===== src/hw/rtl/pida_ram.sv =====
// ----------------------------------------------------------------------------
// Positional insert/delete array RAM
// Simple dual-port synchronous RAM, one write and one registered read port.
// ----------------------------------------------------------------------------
module pida_ram #(
	parameter int ADDR_W = 7,
	parameter int DATA_W = 32
) (
	input  logic              clk,
	input  logic              we,
	input  logic [ADDR_W-1:0] waddr,
	input  logic [DATA_W-1:0] wdata,
	input  logic              re,
	input  logic [ADDR_W-1:0] raddr,
	output logic [DATA_W-1:0] rdata
);

	logic [DATA_W-1:0] mem [2**ADDR_W];

	// Write port
	always_ff @(posedge clk) begin
		if (we) begin
			mem[waddr] <= wdata;
		end
	end

	// Registered read port
	always_ff @(posedge clk) begin
		if (re) begin
			rdata <= mem[raddr];
		end
	end

endmodule


===== config.mk =====
export PLATFORM = sky130hd
export DESIGN_NAME = pida_ram
export DESIGN_NICKNAME = d
export VERILOG_FILES = /design/src/hw/rtl/pida_ram.sv
export SDC_FILE = /design/constraint.sdc
export NUM_CORES = 2
export LEC_CHECK = 0
export CAP_MARGIN = 5
export CORE_ASPECT_RATIO = 1.5
export CORE_MARGIN = 10
export CORE_UTILIZATION = 45
export CTS_BUF_LIST = sky130_fd_sc_hd__clkbuf_8 sky130_fd_sc_hd__clkbuf_16
export DETAILED_ROUTE_END_ITERATION = 10
export DONT_BUFFER_PORTS = 1
export GPL_ROUTABILITY_DRIVEN = 0
export GPL_TIMING_DRIVEN = 0
export HOLD_SLACK_MARGIN = 0.03
export SLEW_MARGIN = 20
export SYNTH_ARGS = -nofsm -noshare
export SYNTH_HDL_FRONTEND = slang
export SYNTH_SLANG_ARGS = --single-unit
export TNS_END_PERCENT = 50

===== constraint.sdc =====
create_clock -name clk -period 4.5 [get_ports clk]
set_input_delay 0.225 -clock clk [delete_from_list [all_inputs] [get_ports clk]]
set_output_delay 0.225 -clock clk [all_outputs]
set_load 0.005 [all_outputs]

==> flow_summary.json <==
{
  "ctsResizeCount": 0,
  "drv_slew": 0,
  "die_w_um": 501.7,
  "synth_top_cell_by_area": "edfxtp_1",
  "total_leakage_power_nw": 55.13,
  "cp_slowest_cell": "clkbuf_1",
  "cts_setup_buffers": 0,
  "ant_nets": 0,
  "final_nets": 6692,
  "worstPathArrival_ns": 4.92,
  "grt_pass1_wl_mm": 603.9,
  "critPathMaxStageDelay_ns": 0.81,
  "routedWlPerCell_um": 37.99,
  "tightest_slew_ns": 1.262,
  "start_kind": "input pin",
  "clock-root-buffer": "clkbuf_16",
  "total_power_mw": 77.98,
  "ys_types": 16,
  "drc": 0,
  "met2_usage_pct": 39.83,
  "yosys_warnings": 0,
  "ys_seq_elements": 4128,
  "wl_mm": 440.5,
  "finalSetupViolCount": 0,
  "ys_seq_area_share_pct": 79.16,
  "cts.sinks": 4128,
  "drive_gt1_share_pct": 34.65,
  "netlist_instances": 5990,
  "whs_ns": 0.1308,
  "globalRouteMet1Util_pct": 27.02,
  "synthToLayoutAreaGrowth_pct": 15.43,
  "synth_area_leaders": "edfxtp_1 (79%), mux4_2 (19%), clkbuf_1 (0.44%)",
  "coreArea_um2": 346800,
  "synth_area_per_cell_um2": 26.14,
  "grt_pass1_vias": 73040,
  "ios": 81,
  "clock_skew_ns": 0.05438,
  "crit_required_ns": 5.22,
  "overflow": 0,
  "rows": 265,
  "cp_common_cell": "mux4_2",
  "cts_buffer_depth": 4,
  "hold_class": "input pin to flip-flop",
  "fp.dieH_um": 742.5,
  "start_util_pct": 45.15,
  "synth_fp_nets": 6039,
  "pre_cts_ws_ns": -0.5748,
  "antenna_found_initial": 93,
  "fin_crit_ns": 4.208,
  "post-dp-hpwl_mm": 291.0,
  "cts_buffers": 370,
  "peakVddDrop_v": 0.0003246,
  "slew_headroom_pct": 15.88,
  "rsz0062_at_grt": "no",
  "clkLatencyLatePin_ns": 0.97,
  "final_hold_viol_count": 0,
  "grt_max_degree": 129,
  "setup_ws_ns": 0.2923,
  "post-route-period-util_pct": 93.50,
  "syn_area_um2": 156600,
  "end_kind": "flip-flop",
  "cp_max_fo": 10,
  "port_buffers": 0,
  "drt_pre_antenna_iters": 6,
  "grt_usage_pct": 23.46,
  "critPathKind": "input pin to flip-flop",
  "cap_violations": 0,
  "cts_htree_levels": 5,
  "ff2ff_setup_slack_ns": 1.59,
  "fmax_mhz": 237.7,
  "gr-usage-met3_pct": 4.625,
  "tritoncts": "built",
  "path_clk_slew_ns": 0.06,
  "initialDrtViolationCount": 8923,
  "crit_chain": "clkbuf_1, buf_2, clkbuf_2, clkbuf_1, mux4_2, mux4_2, mux4_2, mux2_2",
  "pwr_density_cell_nw_per_um2": 431.4,
  "setup_tns_ns": 0,
  "synth.top_cell.area_share_pct": 79.16,
  "vias": 70810,
  "grt.busiest_layer": "met2",
  "status": "finished clean",
  "via_per_inst": 6.108,
  "dieArea_um2": 372500
}
## stage by stage
step	instance area, µm²	util, %	instances
floorplan	156600	-	5990
global placement	162300	46.79	10530
detailed placement	167700	48.34	10740
CTS	180400	52.03	11470
global route	180700	52.09	11550
finish	180800	52.12	11590
## cell usage in the layout (no fill, tap or decap), types with 4 or more instances in the layout
cell           netlist  final
mux4_2            1344   1344
clkbuf_1           182    137
clkinvlp_4           0     19
edfxtp_1          4128   4128
bufinv_16            0     30
inv_6                0     11
buf_1               50     33
nor3_2               0      9
buf_16               0    112
clkinv_2             0     60
dlygate4sd3_1        0     33
clkbuf_16            0    377
nand2_1             14     14
nor2_4               0    119
buf_2               79     89
buf_4                3     40
inv_1                0     71
clkinv_8             0      4
mux2_2              32     32
nor2b_1              7      7
buf_6                2      8
buf_12               0     93
clkbuf_2             0     52
clkinv_1             0     84
nand3_1             12     12
diode_2              0    125
## logic make-up (layout without fill, tap and decap cells)
group         count (synthesis)  after routing  synth area share, %
buf+inv                     316           1255               0.8373
simple gates                170            170               0.4450
other cells                   0            125                    0
mux                        1376           1376                19.56
flops                      4128           4128                79.16
## timing repair
| item | CTS | global route |
|---|---|---|
| endpoints found under the setup margin | 0 | 0 |
| hold buffers | 66 | 0 |
| hold endpoints to repair | 4128 | 0 |
## flip-flops by register name (all words and copies together), names as in the netlist
name,flops
mem,4096
rdata,32
## synthesized netlist by cell type
cell type / count
edfxtp_1: 4128
mux4_2: 1344
clkbuf_1: 182
nor2_1: 122
buf_2: 79
buf_1: 50
mux2_2: 32
nand2_1: 14
nand3_1: 12
nor3_1: 9
nor2b_1: 7
buf_4: 3
nand4_1: 3
buf_6: 2
nand2b_1: 2
or3_1: 1
## area by class of cell
cell class / count / area (µm²)
clock buffer: 377 / 9434
sequential: 4128 / 124000
antenna: 125 / 312.8
clock inverter: 281 / 2105
timing repair buffer: 281 / 5620
buffer: 316 / 1389
tap: 4539 / 5679
multi-input combinational: 1546 / 32260
fill: 26190 / 166100
## worst paths after layout
kind | startpoint | to | depth (start not counted)
hold / removal | raddr[5] | rdata[31] | 2
hold reg to reg | mem[41][9] | rdata[9] | 4
setup / recovery | raddr[2] | rdata[13] | 8
setup reg to reg | mem[87][18] | rdata[18] | 4
## where the power goes
part / internal (mW) / switching, mW
Combinational: 1.62 / 2.96
Clock: 16.9 / 13.9
Sequential: 42.5 / 0.0579
Total: 61.0 / 17.0
## critical path, delay by kind of cell
family,cells,cell delay (ns)
buf+inv,4,2.36
mux,4,2.22
## per-layer routing
layer  vias to the layer above  part of all wire, %
li1                      27870                    -
met1                     38980                   33
met2                      3229                   53
met3                       710                  7.3
met4                        18                  6.6
met5                         -                0.028
Note: power is estimated with default switching activity, not from simulation.
